==> config.mk <==
export PLATFORM = sky130hd
export DESIGN_NAME = ripple_led_wave_sampler_flat
export DESIGN_NICKNAME = d
export VERILOG_FILES = /design/src/design/rlws_pkg.sv /design/src/design/rlws_if.sv /design/src/design/rlws_wave_mem.sv /design/src/design/rlws_div.sv /design/src/design/ripple_led_wave_sampler.sv /design/src/flat_wrapper.sv
export SDC_FILE = /design/constraint.sdc
export NUM_CORES = 2
export LEC_CHECK = 0
export BUFFER_PORTS_ARGS = -buffer_cell sky130_fd_sc_hd__buf_2
export CAP_MARGIN = 10
export CORE_ASPECT_RATIO = 0.75
export CORE_MARGIN = 3
export CORE_UTILIZATION = 40
export DETAILED_ROUTE_END_ITERATION = 7
export PLACE_DENSITY_LB_ADDON = 0.3
export SETUP_SLACK_MARGIN = 0.1
export SLEW_MARGIN = 20
export SYNTH_ARGS = -nofsm -noshare
export SYNTH_HDL_FRONTEND = slang
export SYNTH_SLANG_ARGS = --single-unit
==> constraint.sdc <==
create_clock -name clock -period 10.87 [get_ports clock]
set_clock_uncertainty 0.2 [all_clocks]
set_input_delay 1.6305 -clock clock [delete_from_list [all_inputs] [get_ports clock]]
set_output_delay 1.6305 -clock clock [all_outputs]
set_load 0.02 [all_outputs]
==> src/design/rlws_pkg.sv <==
// rlws_pkg: types and constants shared by the ripple wave sampler.
// No dependencies.
`timescale 1ns / 1ps
package rlws_pkg;

   localparam int DIV_N = 30;   // dividend width of the shared divider
   localparam int DIV_D = 22;   // divisor width of the shared divider

   localparam logic [2:0] REG_DURATION     = 3'd0;
   localparam logic [2:0] REG_MAX_RADIUS   = 3'd1;
   localparam logic [2:0] REG_RING_WIDTH   = 3'd2;
   localparam logic [2:0] REG_TRAIL_OFFSET = 3'd3;
   localparam logic [2:0] REG_TRAIL_WIDTH  = 3'd4;
   localparam logic [2:0] REG_TRAIL_LEVEL  = 3'd5;
   localparam logic [2:0] REG_HUE_SHIFT    = 3'd6;

   localparam logic [7:0] FULL_LEVEL = 8'd255;

   typedef struct packed {
      logic [7:0]  x;
      logic [7:0]  y;
      logic [15:0] start;
      logic [7:0]  hue;
   } wave_type;

   typedef struct packed {
      logic [15:0] duration_ms;
      logic [9:0]  max_radius;
      logic [7:0]  ring_width;
      logic [7:0]  trail_offset;
      logic [7:0]  trail_width;
      logic [7:0]  trail_level;
      logic [15:0] hue_shift_ms;
   } cfg_type;

   typedef struct packed {
      logic             start;
      logic [DIV_N-1:0] dividend;
      logic [DIV_D-1:0] divisor;
   } div_req_type;

   typedef struct packed {
      logic             busy;
      logic             done;
      logic [DIV_N-1:0] quotient;
   } div_rsp_type;

endpackage

==> src/design/rlws_if.sv <==
// rlws_if: request and response channel interfaces of the wave sampler.
// Stand alone; no package needed.
`timescale 1ns / 1ps
interface rlws_req_if;
   logic        valid;
   logic        ready;
   logic        cmd;
   logic [7:0]  x_pos;
   logic [7:0]  y_pos;
   logic [15:0] now_ms;
   logic [7:0]  wave_hue;
   modport source (output valid, cmd, x_pos, y_pos, now_ms, wave_hue, input ready);
   modport sink (input valid, cmd, x_pos, y_pos, now_ms, wave_hue, output ready);
endinterface

interface rlws_rsp_if;
   logic       valid;
   logic       ready;
   logic [7:0] intensity;
   logic [7:0] out_hue;
   modport source (output valid, intensity, out_hue, input ready);
   modport sink (input valid, intensity, out_hue, output ready);
endinterface

==> src/design/rlws_wave_mem.sv <==
// rlws_wave_mem: wave slot store, one write port, one registered read port.
// Uses rlws_pkg for the slot entry type.
`timescale 1ns / 1ps
module rlws_wave_mem
   import rlws_pkg::*;
#(
   parameter int DEPTH = 8,
   parameter int AW    = 3
) (
   input  logic          clock,
   input  logic          wr_en,
   input  logic [AW-1:0] wr_addr,
   input  wave_type      wr_data,
   input  logic          rd_en,
   input  logic [AW-1:0] rd_addr,
   output wave_type      rd_data
);

   wave_type mem [DEPTH];
   wave_type rd_data_ff;

   always_ff @(posedge clock) begin
      if (wr_en) begin
         mem[wr_addr] <= wr_data;
      end
   end

   always_ff @(posedge clock) begin
      if (rd_en) begin
         rd_data_ff <= mem[rd_addr];
      end
   end

   assign rd_data = rd_data_ff;

endmodule

==> src/design/rlws_div.sv <==
// rlws_div: restoring divider, one quotient bit per cycle.
// Uses rlws_pkg for widths and request/response structs.
`timescale 1ns / 1ps
module rlws_div
   import rlws_pkg::*;
(
   input  logic        clock,
   input  logic        reset,
   input  div_req_type req,
   output div_rsp_type rsp
);

   localparam int CW = $clog2(DIV_N);

   logic             busy_ff, busy_in;
   logic             done_ff, done_in;
   logic [CW-1:0]    cnt_ff, cnt_in;
   logic [DIV_N-1:0] quo_ff, quo_in;
   logic [DIV_D-1:0] rem_ff, rem_in;
   logic [DIV_D-1:0] dvs_ff, dvs_in;
   logic [DIV_D:0]   trial;
   logic [DIV_D:0]   diff;

   always_comb begin
      busy_in = busy_ff;
      done_in = 1'b0;
      cnt_in  = cnt_ff;
      quo_in  = quo_ff;
      rem_in  = rem_ff;
      dvs_in  = dvs_ff;
      trial   = {rem_ff, quo_ff[DIV_N-1]};
      diff    = trial - {1'b0, dvs_ff};
      if (req.start) begin
         busy_in = 1'b1;
         cnt_in  = CW'(DIV_N - 1);
         quo_in  = req.dividend;
         rem_in  = '0;
         dvs_in  = req.divisor;
      end else if (busy_ff) begin
         if (!diff[DIV_D]) begin
            rem_in = diff[DIV_D-1:0];
            quo_in = {quo_ff[DIV_N-2:0], 1'b1};
         end else begin
            rem_in = trial[DIV_D-1:0];
            quo_in = {quo_ff[DIV_N-2:0], 1'b0};
         end
         cnt_in = cnt_ff - 1'b1;
         if (cnt_ff == '0) begin
            busy_in = 1'b0;
            done_in = 1'b1;
         end
      end
   end

   always_ff @(posedge clock) begin
      if (reset) begin
         busy_ff <= 1'b0;
         done_ff <= 1'b0;
      end else begin
         busy_ff <= busy_in;
         done_ff <= done_in;
      end
      cnt_ff <= cnt_in;
      quo_ff <= quo_in;
      rem_ff <= rem_in;
      dvs_ff <= dvs_in;
   end

   assign rsp.busy     = busy_ff;
   assign rsp.done     = done_ff;
   assign rsp.quotient = quo_ff;

endmodule

==> src/design/ripple_led_wave_sampler.sv <==
// Ripple LED wave sampler: trigger items store waves, sample items shade one LED.
// Trigger: stores the wave, no item out. Sample: scans every slot, skipping idle slots,
// retiring expired waves and shading each live wave with up to four passes of the shared
// bit-serial divider (radius, ring, trail, hue). One item is worked at a time; a
// finished result waits in the output register. Synchronous reset clears valid bits,
// slot pointer and registers to defaults.
`timescale 1ns / 1ps
module ripple_led_wave_sampler
   import rlws_pkg::*;
#(
   parameter int MAX_WAVES = 8
) (
   input  logic              clock,
   input  logic              reset,
   rlws_req_if.sink          req_chan,
   rlws_rsp_if.source        rsp_chan,
   input  logic              csr_we,
   input  logic [2:0]        csr_index,
   input  logic [15:0]       csr_wdata
);

   localparam int SW = (MAX_WAVES > 1) ? $clog2(MAX_WAVES) : 1;
   localparam int CW = $clog2(MAX_WAVES + 1);

   localparam logic [3:0] S_IDLE   = 4'd0;
   localparam logic [3:0] S_SCAN   = 4'd1;
   localparam logic [3:0] S_RD     = 4'd2;
   localparam logic [3:0] S_AGE    = 4'd3;
   localparam logic [3:0] S_RDIV   = 4'd4;
   localparam logic [3:0] S_SH1    = 4'd5;
   localparam logic [3:0] S_SH2    = 4'd6;
   localparam logic [3:0] S_SH3    = 4'd7;
   localparam logic [3:0] S_SHDIV  = 4'd8;
   localparam logic [3:0] S_SHDONE = 4'd9;
   localparam logic [3:0] S_TLDIV  = 4'd10;
   localparam logic [3:0] S_ACC    = 4'd11;
   localparam logic [3:0] S_HDIV   = 4'd12;
   localparam logic [3:0] S_OUT    = 4'd13;

   cfg_type cfg_ff, cfg_in;
   logic [3:0] state_ff, state_in;
   logic [MAX_WAVES-1:0] active_ff, active_in;
   logic [SW-1:0] slot_ff, slot_in;
   logic [CW-1:0] idx_ff, idx_in;

   logic [7:0]  sx_ff, sx_in, sy_ff, sy_in;
   logic [15:0] now_ff, now_in;
   logic [15:0] elapsed_ff, elapsed_in;
   logic [7:0]  dx_ff, dx_in, dy_ff, dy_in;
   logic [15:0] dxx_ff, dxx_in, dyy_ff, dyy_in;
   logic [16:0] d2_ff, d2_in;
   logic [9:0]  r_ff, r_in;
   logic [9:0]  shr_ff, shr_in;
   logic [7:0]  shw_ff, shw_in;
   logic        phase_ff, phase_in;
   logic        rzero_ff, rzero_in;
   logic [9:0]  lo_ff, lo_in;
   logic [10:0] hi_ff, hi_in;
   logic [19:0] lo2_ff, lo2_in, r2_ff, r2_in;
   logic [21:0] hi2_ff, hi2_in;
   logic [7:0]  ring_ff, ring_in, trail_ff, trail_in;
   logic [8:0]  vsum;
   logic [7:0]  v_ff, v_in;
   logic [7:0]  total_ff, total_in, best_ff, best_in, bhue_ff, bhue_in;
   logic [9:0]  tr;
   logic [8:0]  tsum;
   logic [15:0] tprod;
   logic [15:0] tround;
   logic [21:0] diff;
   logic [29:0] num;
   logic [7:0]  shval;
   logic        rsp_valid_ff, rsp_valid_in;
   logic [7:0]  rsp_int_ff, rsp_int_in, rsp_hue_ff, rsp_hue_in;

   logic        req_fire, mem_rd;
   wave_type    wr_data, rd_data;
   div_req_type dreq;
   div_rsp_type drsp;

   assign req_fire = req_chan.valid && req_chan.ready;
   assign wr_data  = '{x: req_chan.x_pos, y: req_chan.y_pos,
                       start: req_chan.now_ms, hue: req_chan.wave_hue};
   assign mem_rd   = (state_ff == S_SCAN) && (idx_ff != CW'(MAX_WAVES))
                     && active_ff[idx_ff[SW-1:0]];

   rlws_wave_mem #(.DEPTH(MAX_WAVES), .AW(SW)) u_mem (
      .clock   (clock),
      .wr_en   (req_fire && !req_chan.cmd),
      .wr_addr (slot_ff),
      .wr_data (wr_data),
      .rd_en   (mem_rd),
      .rd_addr (idx_ff[SW-1:0]),
      .rd_data (rd_data)
   );

   rlws_div u_div (
      .clock (clock),
      .reset (reset),
      .req   (dreq),
      .rsp   (drsp)
   );

   always_comb begin
      cfg_in = cfg_ff;
      if (csr_we) begin
         unique case (csr_index)
            REG_DURATION:     cfg_in.duration_ms  = csr_wdata;
            REG_MAX_RADIUS:   cfg_in.max_radius   = csr_wdata[9:0];
            REG_RING_WIDTH:   cfg_in.ring_width   = csr_wdata[7:0];
            REG_TRAIL_OFFSET: cfg_in.trail_offset = csr_wdata[7:0];
            REG_TRAIL_WIDTH:  cfg_in.trail_width  = csr_wdata[7:0];
            REG_TRAIL_LEVEL:  cfg_in.trail_level  = csr_wdata[7:0];
            REG_HUE_SHIFT:    cfg_in.hue_shift_ms = csr_wdata;
            default: ;
         endcase
      end
   end

   always_comb begin
      state_in   = state_ff;
      active_in  = active_ff;
      slot_in    = slot_ff;
      idx_in     = idx_ff;
      sx_in      = sx_ff;
      sy_in      = sy_ff;
      now_in     = now_ff;
      elapsed_in = elapsed_ff;
      dx_in      = dx_ff;
      dy_in      = dy_ff;
      dxx_in     = dxx_ff;
      dyy_in     = dyy_ff;
      d2_in      = d2_ff;
      r_in       = r_ff;
      shr_in     = shr_ff;
      shw_in     = shw_ff;
      phase_in   = phase_ff;
      rzero_in   = rzero_ff;
      lo_in      = lo_ff;
      hi_in      = hi_ff;
      lo2_in     = lo2_ff;
      r2_in      = r2_ff;
      hi2_in     = hi2_ff;
      ring_in    = ring_ff;
      trail_in   = trail_ff;
      v_in       = v_ff;
      total_in   = total_ff;
      best_in    = best_ff;
      bhue_in    = bhue_ff;
      rsp_valid_in = rsp_valid_ff;
      rsp_int_in   = rsp_int_ff;
      rsp_hue_in   = rsp_hue_ff;
      dreq       = '0;
      tr         = (r_ff > 10'(cfg_ff.trail_offset)) ?
                   r_ff - 10'(cfg_ff.trail_offset) : '0;
      vsum       = 9'(ring_ff) + 9'(trail_ff);
      tsum       = 9'(total_ff) + 9'(v_ff);
      // x/255 as (x + x/256 + 1)/256, exact for any x up to 255*255
      tprod      = 16'(v_ff) * 16'(cfg_ff.trail_level);
      tround     = tprod + 16'(tprod[15:8]) + 16'd1;
      diff       = '0;
      num        = '0;
      shval      = rzero_ff ? FULL_LEVEL - drsp.quotient[7:0] : drsp.quotient[7:0];

      if (rsp_valid_ff && rsp_chan.ready) begin
         rsp_valid_in = 1'b0;
      end

      unique case (state_ff)
         S_IDLE: begin
            if (req_fire) begin
               if (!req_chan.cmd) begin
                  active_in[slot_ff] = 1'b1;
                  slot_in = (slot_ff == SW'(MAX_WAVES - 1)) ? '0 : slot_ff + 1'b1;
               end else begin
                  sx_in    = req_chan.x_pos;
                  sy_in    = req_chan.y_pos;
                  now_in   = req_chan.now_ms;
                  idx_in   = '0;
                  total_in = '0;
                  best_in  = '0;
                  bhue_in  = '0;
                  state_in = S_SCAN;
               end
            end
         end
         S_SCAN: begin
            if (idx_ff == CW'(MAX_WAVES)) begin
               state_in = S_OUT;
            end else if (mem_rd) begin
               state_in = S_RD;
            end else begin
               idx_in = idx_ff + 1'b1;
            end
         end
         S_RD: begin
            elapsed_in = now_ff - rd_data.start;
            dx_in = (sx_ff > rd_data.x) ? sx_ff - rd_data.x : rd_data.x - sx_ff;
            dy_in = (sy_ff > rd_data.y) ? sy_ff - rd_data.y : rd_data.y - sy_ff;
            state_in = S_AGE;
         end
         S_AGE: begin
            if (elapsed_ff >= cfg_ff.duration_ms) begin
               active_in[idx_ff[SW-1:0]] = 1'b0;
               idx_in   = idx_ff + 1'b1;
               state_in = S_SCAN;
            end else begin
               dxx_in = 16'(dx_ff) * 16'(dx_ff);
               dyy_in = 16'(dy_ff) * 16'(dy_ff);
               dreq.start    = 1'b1;
               dreq.dividend = DIV_N'(26'(cfg_ff.max_radius) * 26'(elapsed_ff));
               dreq.divisor  = DIV_D'(cfg_ff.duration_ms);
               state_in = S_RDIV;
            end
         end
         S_RDIV: begin
            if (drsp.done) begin
               r_in     = drsp.quotient[9:0];
               shr_in   = drsp.quotient[9:0];
               shw_in   = cfg_ff.ring_width;
               phase_in = 1'b0;
               d2_in    = 17'(dxx_ff) + 17'(dyy_ff);
               state_in = S_SH1;
            end
         end
         S_SH1: begin
            lo_in = (shr_ff > 10'(shw_ff)) ? shr_ff - 10'(shw_ff) : '0;
            hi_in = 11'(shr_ff) + 11'(shw_ff);
            state_in = S_SH2;
         end
         S_SH2: begin
            lo2_in = 20'(lo_ff) * 20'(lo_ff);
            r2_in  = 20'(shr_ff) * 20'(shr_ff);
            hi2_in = 22'(hi_ff) * 22'(hi_ff);
            state_in = S_SH3;
         end
         S_SH3: begin
            rzero_in = (shr_ff == '0);
            // outside the ring, or a zero-width ring at the centre
            if ((20'(d2_ff) < lo2_ff) || (22'(d2_ff) > hi2_ff)) begin
               v_in     = '0;
               state_in = S_SHDONE;
            end else if ((shr_ff == '0) && (hi2_ff == '0)) begin
               v_in     = FULL_LEVEL;
               state_in = S_SHDONE;
            end else begin
               if (shr_ff == '0) begin
                  diff        = 22'(d2_ff);
                  dreq.divisor = hi2_ff;
               end else if (20'(d2_ff) <= r2_ff) begin
                  diff        = 22'(d2_ff) - 22'(lo2_ff);
                  dreq.divisor = 22'(r2_ff) - 22'(lo2_ff);
               end else begin
                  diff        = hi2_ff - 22'(d2_ff);
                  dreq.divisor = hi2_ff - 22'(r2_ff);
               end
               num = {diff, 8'b0} - 30'(diff);
               dreq.start    = 1'b1;
               dreq.dividend = num;
               state_in = S_SHDIV;
            end
         end
         S_SHDIV: begin
            if (drsp.done) begin
               v_in     = shval;
               state_in = S_SHDONE;
            end
         end
         S_SHDONE: begin
            if (!phase_ff) begin
               ring_in  = v_ff;
               shr_in   = tr;
               shw_in   = cfg_ff.trail_width;
               phase_in = 1'b1;
               state_in = S_SH1;
            end else begin
               trail_in = tround[15:8];
               state_in = S_TLDIV;
            end
         end
         S_TLDIV: begin
            v_in     = vsum[8] ? FULL_LEVEL : vsum[7:0];
            state_in = S_ACC;
         end
         S_ACC: begin
            total_in = tsum[8] ? FULL_LEVEL : tsum[7:0];
            if (v_ff > best_ff) begin
               best_in = v_ff;
               if (cfg_ff.hue_shift_ms == '0) begin
                  bhue_in = rd_data.hue;
                  idx_in  = idx_ff + 1'b1;
                  state_in = S_SCAN;
               end else begin
                  dreq.start    = 1'b1;
                  dreq.dividend = DIV_N'(elapsed_ff);
                  dreq.divisor  = DIV_D'(cfg_ff.hue_shift_ms);
                  state_in = S_HDIV;
               end
            end else begin
               idx_in   = idx_ff + 1'b1;
               state_in = S_SCAN;
            end
         end
         S_HDIV: begin
            if (drsp.done) begin
               bhue_in  = rd_data.hue + drsp.quotient[7:0];
               idx_in   = idx_ff + 1'b1;
               state_in = S_SCAN;
            end
         end
         S_OUT: begin
            // hold until the output register is free
            if (!rsp_valid_ff || rsp_chan.ready) begin
               rsp_valid_in = 1'b1;
               rsp_int_in   = total_ff;
               rsp_hue_in   = bhue_ff;
               state_in     = S_IDLE;
            end
         end
         default: state_in = S_IDLE;
      endcase
   end

   always_ff @(posedge clock) begin
      if (reset) begin
         cfg_ff <= '{duration_ms: 16'd1000, max_radius: 10'd224, ring_width: 8'd16,
                     trail_offset: 8'd24, trail_width: 8'd24, trail_level: 8'd128,
                     hue_shift_ms: 16'd8};
         state_ff     <= S_IDLE;
         active_ff    <= '0;
         slot_ff      <= '0;
         rsp_valid_ff <= 1'b0;
      end else begin
         cfg_ff       <= cfg_in;
         state_ff     <= state_in;
         active_ff    <= active_in;
         slot_ff      <= slot_in;
         rsp_valid_ff <= rsp_valid_in;
      end
      idx_ff     <= idx_in;
      sx_ff      <= sx_in;
      sy_ff      <= sy_in;
      now_ff     <= now_in;
      elapsed_ff <= elapsed_in;
      dx_ff      <= dx_in;
      dy_ff      <= dy_in;
      dxx_ff     <= dxx_in;
      dyy_ff     <= dyy_in;
      d2_ff      <= d2_in;
      r_ff       <= r_in;
      shr_ff     <= shr_in;
      shw_ff     <= shw_in;
      phase_ff   <= phase_in;
      rzero_ff   <= rzero_in;
      lo_ff      <= lo_in;
      hi_ff      <= hi_in;
      lo2_ff     <= lo2_in;
      r2_ff      <= r2_in;
      hi2_ff     <= hi2_in;
      ring_ff    <= ring_in;
      trail_ff   <= trail_in;
      v_ff       <= v_in;
      total_ff   <= total_in;
      best_ff    <= best_in;
      bhue_ff    <= bhue_in;
      rsp_int_ff <= rsp_int_in;
      rsp_hue_ff <= rsp_hue_in;
   end

   assign req_chan.ready     = (state_ff == S_IDLE);
   assign rsp_chan.valid     = rsp_valid_ff;
   assign rsp_chan.intensity = rsp_int_ff;
   assign rsp_chan.out_hue   = rsp_hue_ff;

   a_div_free: assert property (@(posedge clock) disable iff (reset)
      dreq.start |-> !drsp.busy) else $error("divider started while busy");

   a_trig_active: assert property (@(posedge clock) disable iff (reset)
      (req_fire && !req_chan.cmd) |=> active_ff[$past(slot_ff)])
      else $error("triggered slot not active");

   a_trail_scaled: assert property (@(posedge clock) disable iff (reset)
      (state_ff == S_TLDIV) |-> (trail_ff <= v_ff))
      else $error("scaled trail above its shade");

endmodule
==> src/flat_wrapper.sv <==
// flat-port wrapper written by rule: the top's interface ports become plain ports
module ripple_led_wave_sampler_flat import rlws_pkg::*;
#(
   parameter int MAX_WAVES = 8
)
  (clock, reset, csr_we, csr_index, csr_wdata, req_chan_valid, req_chan_cmd, req_chan_x_pos, req_chan_y_pos, req_chan_now_ms, req_chan_wave_hue, req_chan_ready, rsp_chan_valid, rsp_chan_intensity, rsp_chan_out_hue, rsp_chan_ready);
  rlws_req_if req_chan_i ();
  rlws_rsp_if rsp_chan_i ();
  input  logic clock;
  input  logic reset;
  input  logic csr_we;
  input  logic [2:0] csr_index;
  input  logic [15:0] csr_wdata;
  input wire logic [$bits(req_chan_i.valid)-1:0] req_chan_valid;
  input wire logic [$bits(req_chan_i.cmd)-1:0] req_chan_cmd;
  input wire logic [$bits(req_chan_i.x_pos)-1:0] req_chan_x_pos;
  input wire logic [$bits(req_chan_i.y_pos)-1:0] req_chan_y_pos;
  input wire logic [$bits(req_chan_i.now_ms)-1:0] req_chan_now_ms;
  input wire logic [$bits(req_chan_i.wave_hue)-1:0] req_chan_wave_hue;
  output wire logic [$bits(req_chan_i.ready)-1:0] req_chan_ready;
  output wire logic [$bits(rsp_chan_i.valid)-1:0] rsp_chan_valid;
  output wire logic [$bits(rsp_chan_i.intensity)-1:0] rsp_chan_intensity;
  output wire logic [$bits(rsp_chan_i.out_hue)-1:0] rsp_chan_out_hue;
  input wire logic [$bits(rsp_chan_i.ready)-1:0] rsp_chan_ready;
  assign req_chan_i.valid = req_chan_valid;
  assign req_chan_i.cmd = req_chan_cmd;
  assign req_chan_i.x_pos = req_chan_x_pos;
  assign req_chan_i.y_pos = req_chan_y_pos;
  assign req_chan_i.now_ms = req_chan_now_ms;
  assign req_chan_i.wave_hue = req_chan_wave_hue;
  assign req_chan_ready = req_chan_i.ready;
  assign rsp_chan_valid = rsp_chan_i.valid;
  assign rsp_chan_intensity = rsp_chan_i.intensity;
  assign rsp_chan_out_hue = rsp_chan_i.out_hue;
  assign rsp_chan_i.ready = rsp_chan_ready;
  ripple_led_wave_sampler #(.MAX_WAVES(MAX_WAVES)) u_core (.clock(clock), .reset(reset), .req_chan(req_chan_i), .rsp_chan(rsp_chan_i), .csr_we(csr_we), .csr_index(csr_index), .csr_wdata(csr_wdata));
endmodule
After elaboration in Yosys (flattened, before gate mapping)
Memories as Yosys holds them, arrays and structs flattened. A register that Yosys moved wholly into a read port is not among the register bits.
Cells that the tools add are included.
{ "totals": {"reg_bits": 465, "ram_bits": 320, "input_bits": 65, "output_inout_bits": 18, "word_cells": 272, "mem_count": 1} }
{ "op_classes": {"add_sub_neg": 24, "multipliers": 7, "magnitude_cmp": 13, "n_eq_ne": 38, "mux": 88, "bitwise": 7, "n_reduce_logical": 49} }
{ "mem_list": {"columns": ["name", "words", "width", "rd", "rd_clocked_by_memory_dff", "write_ports", "line", "text"], "rows": [
  ["u_core.u_mem.mem", 8, 40, 1, 1, 1, "rlws_wave_mem.sv:19", "wave_type mem [DEPTH];"]
]} }
{ "op_table": {"columns": ["operator", "count"], "rows": [
  ["two-way mux 53 bit", 5],
  ["two-way mux 22 bit", 8],
  ["one-hot mux 53 bit (3 select lines)", 1],
  ["two-way mux 8 bit", 19],
  ["two-way mux 4 bit", 20],
  ["one-hot mux 8 bit (2 select lines)", 4],
  ["two-way mux 30 bit", 2],
  ["one-hot mux 4 bit (14 select lines)", 1],
  ["multiplier 8 x 8 -> 16 bit", 3],
  ["one-hot mux 8 bit (3 select lines)", 2],
  ["multiplier 10 x 10 -> 20 bit", 2],
  ["subtractor 8 bit", 4],
  ["two-way mux 10 bit", 3],
  ["subtractor 30 x 22 -> 30 bit", 1],
  ["== test 4 bit (second input constant)", 7],
  ["multiplier 10 x 16 -> 26 bit", 1],
  ["AND reduction 2 bit", 13],
  ["greater-than comparator 8 bit", 3],
  ["subtractor 23 x 22 -> 23 bit", 1],
  ["greater-than comparator 17 x 22 -> 1 bit", 1],
  ["logical NOT 22 bit", 1],
  ["multiplier 11 x 11 -> 22 bit", 1],
  ["subtractor 22 x 17 -> 22 bit", 1],
  ["subtractor 22 x 20 -> 22 bit", 1],
  ["60 further kinds", 121]
]} }

Logic depth before layout (Yosys ltp)
{ "logic_depth": {"ltp_word": 11, "ltp_mapped": 30, "depth_no_buf": 29} }

Hierarchy
From an unflattened synthesis, not the netlist that was laid out.
{ "hier_totals": {"cells_unflattened": 5608, "area_unflattened_um2": 60971.0} }
{ "modules_own_cells": {"columns": ["mod", "n_inst", "cells_per_inst", "area_per_inst_um2", "seq_area_each_um2"], "rows": [
  ["ripple_led_wave_sampler", 1, 4693, 42988.7, 10480.1],
  ["rlws_wave_mem", 1, 515, 13571.8, 10810.4],
  ["rlws_div", 1, 400, 4410.5, 2142.1]
]} }

Worst setup path before layout
Ideal clock, no wire load.
{ "synth_path": {"path_kind": "register -> register", "startpoint": "register u_core.cfg_ff[51] in the netlist's numbering", "endpoint": "register u_core.u_div.quo_ff[24], data pin", "setup_time_ns": 0.261, "arrival_time_ns": 5.914, "required_ns": 10.409, "path_slack_ns": 4.495, "stages_incl_launch_ff": 25, "path_buffers": 2, "synth_period_minus_slack_ns": 6.375, "path_cell_list": "dfxtp_1 > clkbuf_1 > clkbuf_1 > nand2_1 > fa_1 > inv_1 > fa_1 > fa_1 > fa_1 > inv_1 > fa_1 > inv_1 > ha_1 > a21o_1 > a21o_1 > nor3_1 > a21oi_1 > a211oi_1 > or3_1 > o21a_1 > a21oi_1 > a21o_1 > a21oi_1 > xnor2_1 > a221o_1"} }
{ "synth_via": {"elab_chain_cells": 4} }
{ "synth_rtl": {"columns": ["item", "line", "text"], "rows": [
  ["from (decl)", "ripple_led_wave_sampler.sv:40", "cfg_type cfg_ff, cfg_in;"],
  ["from (signal assigned)", "ripple_led_wave_sampler.sv:325", "cfg_ff <= '{duration_ms: 16'd1000, max_radius: 10'd224, ring_width: 8'd16,"],
  ["from (signal assigned)", "ripple_led_wave_sampler.sv:333", "cfg_ff <= cfg_in;"],
  ["multiplier 10 x 16 -> 26 bit", "ripple_led_wave_sampler.sv:210", "dreq.dividend = DIV_N'(26'(cfg_ff.max_radius) * 26'(elapsed_ff));"],
  ["two-way mux 53 bit", "ripple_led_wave_sampler.sv:202", "if (elapsed_ff >= cfg_ff.duration_ms) begin"],
  ["one-hot mux 53 bit (3 select lines)", "ripple_led_wave_sampler.sv:168", "unique case (state_ff)"],
  ["two-way mux 30 bit", "rlws_div.sv:33", "if (req.start) begin"],
  ["via u_core.u_div.quo_in[24]", "rlws_div.sv:18", "logic [DIV_N-1:0] quo_ff, quo_in;"],
  ["to (signal assigned)", "rlws_div.sv:64", "quo_ff <= quo_in;"],
  ["to (decl)", "rlws_div.sv:18", null]
]} }
The timed path passes the listed nets, and every way through them passes these cells.
A chain may end at the register's enable or synchronous reset.

Worst setup path after layout
{ "layout_path": {"startpoint": "register u_core.v_ff[3]", "endpoint": "register u_core.trail_ff[7], data pin"} }
{ "layout_via": {"elab_chain_cells": 3} }
{ "layout_rtl": {"columns": ["item", "line", "text"], "rows": [
  ["from (decl)", "ripple_led_wave_sampler.sv:63", "logic [7:0] v_ff, v_in;"],
  ["from (signal assigned)", "ripple_led_wave_sampler.sv:361", "v_ff <= v_in;"],
  ["multiplier 8 x 8 -> 16 bit", "ripple_led_wave_sampler.sv:158", "tprod = 16'(v_ff) * 16'(cfg_ff.trail_level);"],
  ["adder 16 x 8 -> 16 bit", "ripple_led_wave_sampler.sv:159", "tround = tprod + 16'(tprod[15:8]) + 16'd1;"],
  ["adder 16 x 1 -> 16 bit", "ripple_led_wave_sampler.sv:159", null],
  ["via u_core.tround[15]", "ripple_led_wave_sampler.sv:68", "logic [15:0] tround;"],
  ["to (signal assigned)", "ripple_led_wave_sampler.sv:360", "trail_ff <= trail_in;"],
  ["to (decl)", "ripple_led_wave_sampler.sv:61", "logic [7:0] ring_ff, ring_in, trail_ff, trail_in;"]
]} }
The timed path passes the listed nets, and every way through them passes these cells.

==> key figures <==
STA
  – Setup Total Neg Slack: 0 ps
  – Fin. Hold Viols: 0
  – Worst slew margin: 20.4%
  – Max Slew Vio Count: 0
  – Endpoints failing setup: 0
  – RSZ-0062 raised after global routing: no
  – Min Hold Slack: 219 ps
  – Fmax: 147 MHz
  – Fin crit period: 6800 ps
  – Worst Max-Slew Pin Slew: 1180 ps
  – Final period util: 62.6%

Synth
  – Most common cell in the netlist: inv_1
  – Synth warnings: 0
  – Compound-Gate Fraction of Synth Area: 12.7%
  – Ys flop type: edfxtp_1
  – FF+latch count, synth: 820
  – Syn Inst Count: 5651
  – Syn Std Cell Area: 0.0593 mm^2
  – Synth unique cells: 85
  – Area leader, netlist: edfxtp_1
  – Synth top area cells: edfxtp_1, fa_1, ha_1
  – Syn_area_per_cell: 10.5 um^2
  – Post-Synth Simple-Gate Area: 11.7%
  – Synth Area in XOR/XNOR: 4.71%
  – Adder-Cell Fraction of Synth Area: 24.4%
  – Most frequent cells after synthesis: inv_1, edfxtp_1, ha_1
  – Post-synth ARST share: 0%
  – EDFF count, synth: 701
  – Register area share after synthesis: 39.5%
  – Largest family of logic cells by synthesized area: adder cells
  – Mux contribution to synthesized area: 0.975%
  – Top-area cell type share of the netlist area: 35.5%

Floorplanning
  – Core area: 0.146 mm^2
  – Initial Utilization: 40.6%
  – Num rows: 121
  – Num ports: 83
  – Chip height: 339 um
  – Die X: 451 um
  – Die Area: 0.153 mm^2

Routing
  – TritonRoute pass-1 iters: 5
  – Total wire length: 160000 um
  – DRC: 0
  – Vias/cell: 5.38
  – DR iter-0 viols: 3514
  – Post-DRT Antenna Nets: 0
  – WL met2: 66100 um
  – Wire length on met3: 15100 um
  – Via count: 41.5k
  – Routed wire per std cell: 20.7 um
  – Met1 WL: 73100 um
  – Highest metal used: met5

Run
  – Maxcap violations: 0

Place
  – Placer Congestion: 0.940
  – DP Wirelength: 117000 um
  – Buffers on Ports: 82
  – Inst Count DP: 7549

GRT
  – GRT Total Usage: 20.7%
  – Total global routing overflow: 0
  – Initial antenna violation count: 16
  – Global-route wire length before repair: 245000 um
  – Largest net degree at the start of global routing: 73
  – Vias in the first global route: 40.5k

Setup path
  – Worst EP required: 11060 ps
  – CP arrival: 7000 ps
  – R2r endpoint: u_core.trail_ff[7]$_DFFE_PP_
  – Setup crit start kind: register
  – Register-to-Register Path Depth: 27
  – R2r setup slk: 4070 ps
  – CP Class: register to register
  – Slowest-stage cell, CP: edfxtp_1
  – Reg2reg start: u_core.v_ff[3]$_DFFE_PP_
  – Worst setup EP type: register
  – Max FO, Critical Path: 12
  – Largest stage delay, worst path: 640 ps

Run status
  – Outcome: finished clean

CTS
  – TritonCTS clock tree: yes
  – CTS Hold Bufs: 0
  – H-tree levels: 3
  – Reg clk slew, reported paths: 60 ps
  – Cts bufs inserted: 86
  – Maximum root-to-sink buffer count: 3
  – Clk_lat worst skew: 730 ps
  – Setup Buffers After CTS: 0
  – Root Buffer: clkbuf_16
  – Post-CTS sizing: 0
  – CTS sink count: 820

Cells and area
  – Post-route insts no fill: 7713
  – Area of the multi-input gates: 0.0324 mm^2
  – Register area: 0.0234 mm^2
  – Net count reported at finish: 6669
  – Final core occ: 44.4%
  – Fill cells: 13.6k
  – Ratio of cells with drive above 1 in the final layout: 6.13%
  – Area Overhead vs Synth: 9.32%

Min path
  – Hold Startpoint: u_core.bhue_ff[6]$_DFFE_PP_
  – Hold endpoint: u_core.rsp_chan.out_hue[6]$_DFFE_PP_
  – Worst Hold Class: register to register
  – Worst hold stages: 0

Power
  – Total chip power: 11.2 mW
  – Power Density: 172 mW/mm^2
  – Pleak: 27.7 nW
  – Worst vdd rail ir drop: 0.134 mV
## report_power, final
part           leakage [nW]  switching [mW]  internal (mW)
Clock                  1.40            1.35           1.73
Sequential             7.38           0.197           3.80
Combinational          18.9            2.40           1.69
## cells in the final DEF (no fill, tap or decap), types with 17 or more instances in the layout
master	count
buf_2	81
or3_1	25
nor2_1	258
o31ai_1	21
a31oi_1	26
a21oi_1	342
nand2b_1	52
nand4_1	58
inv_1	732
and2_1	225
edfxtp_1	701
a22o_1	28
xor2_1	91
and3_1	23
a22oi_1	186
dfxtp_1	118
fa_1	365
a211oi_1	31
buf_4	50
nand3_1	51
nor3_1	61
clkbuf_16	87
nor2b_1	68
o21ai_0	169
a21o_1	101
o21ai_1	17
xnor2_1	227
o21bai_1	48
o21a_1	42
mux2i_1	42
ha_1	570
nand2_1	518
## critical path, delay by kind of cell, from the launching register on
kind | cells | cell delay [ps]
and+or+nand+nor | 10 | 1250
DFF | 1 | 640
xor gates and xnor gates | 2 | 310
adders and majority gates | 6 | 2530
AOI/OAI and AO/OA | 8 | 1530
buffers and inverters | 1 | 50
## routing by layer
| layer | vias up | GRT usage [%] |
|---|---|---|
| li1 | 19600 | - |
| met1 | 20300 | 29.7 |
| met2 | 1339 | 29.8 |
| met3 | 235 | 6.29 |
| met4 | 14 | 6.51 |
| met5 | - | 0.531 |
## sequential cells by signal, summed over array words and instances, names as in the netlist, 10 cells and up
signal	cells
u_core.cfg_ff	74
u_core.d2_ff	17
u_core.dxx_ff	15
u_core.dyy_ff	15
u_core.elapsed_ff	16
u_core.hi2_ff	21
u_core.hi_ff	11
u_core.lo2_ff	19
u_core.lo_ff	10
u_core.now_ff	16
u_core.r2_ff	19
u_core.r_ff	10
u_core.shr_ff	10
u_core.u_div.dvs_ff	22
u_core.u_div.quo_ff	30
u_core.u_div.rem_ff	22
u_core.u_mem.mem	320
u_core.u_mem.rd_data	40
## cell families (layout without fill, tap and decap cells)
family	count (synthesis)	in the layout
AO/OA/AOI/OAI	1144	1144
XOR/XNOR	319	319
adder cells (fa/ha/maj)	935	935
buffers and inverters	946	1032
flip-flops	820	820
multiplexers	56	56
other	1	9
AND/OR/NAND/NOR	1430	1430
## worst max path at each step
stage / slack, ps / depth (start not counted) / startpoint / to
floorplan: 4500 / 24 / u_core.cfg_ff[51]$_SDFFE_PP0P_ / u_core.u_div.quo_ff[24]$_DFFE_PP_
finish: 4070 / 27 / u_core.v_ff[3]$_DFFE_PP_ / u_core.trail_ff[7]$_DFFE_PP_
global placement: 4170 / 22 / u_core.cfg_ff[51]$_SDFFE_PP0P_ / u_core.u_div.quo_ff[24]$_DFFE_PP_
CTS: 4090 / 22 / u_core.elapsed_ff[7]$_DFFE_PP_ / u_core.u_div.quo_ff[24]$_DFFE_PP_
detailed placement: 4120 / 22 / u_core.elapsed_ff[7]$_DFFE_PP_ / u_core.u_div.quo_ff[24]$_DFFE_PP_
global route: 3620 / 27 / u_core.v_ff[3]$_DFFE_PP_ / u_core.trail_ff[6]$_DFFE_PP_
## per-stage QoR
stage | area (um^2) | setup slack (ps)
global placement | 61900 | 4170
CTS | 64800 | 4090
finish | 64800 | 4070
detailed placement | 61900 | 4120
floorplan | 59300 | 4500
global route | 64800 | 3620
## cell type report
cell class,instances,area share (%)
inverter,744,4.31
clock inverter,53,1.03
tap,1968,3.80
sequential,820,36.2
multi-input combinational,3886,50.0
antenna,7,0.0270
clock buffer,104,3.50
timing repair buffer,131,1.20
Power figures use the tool's default switching activity.
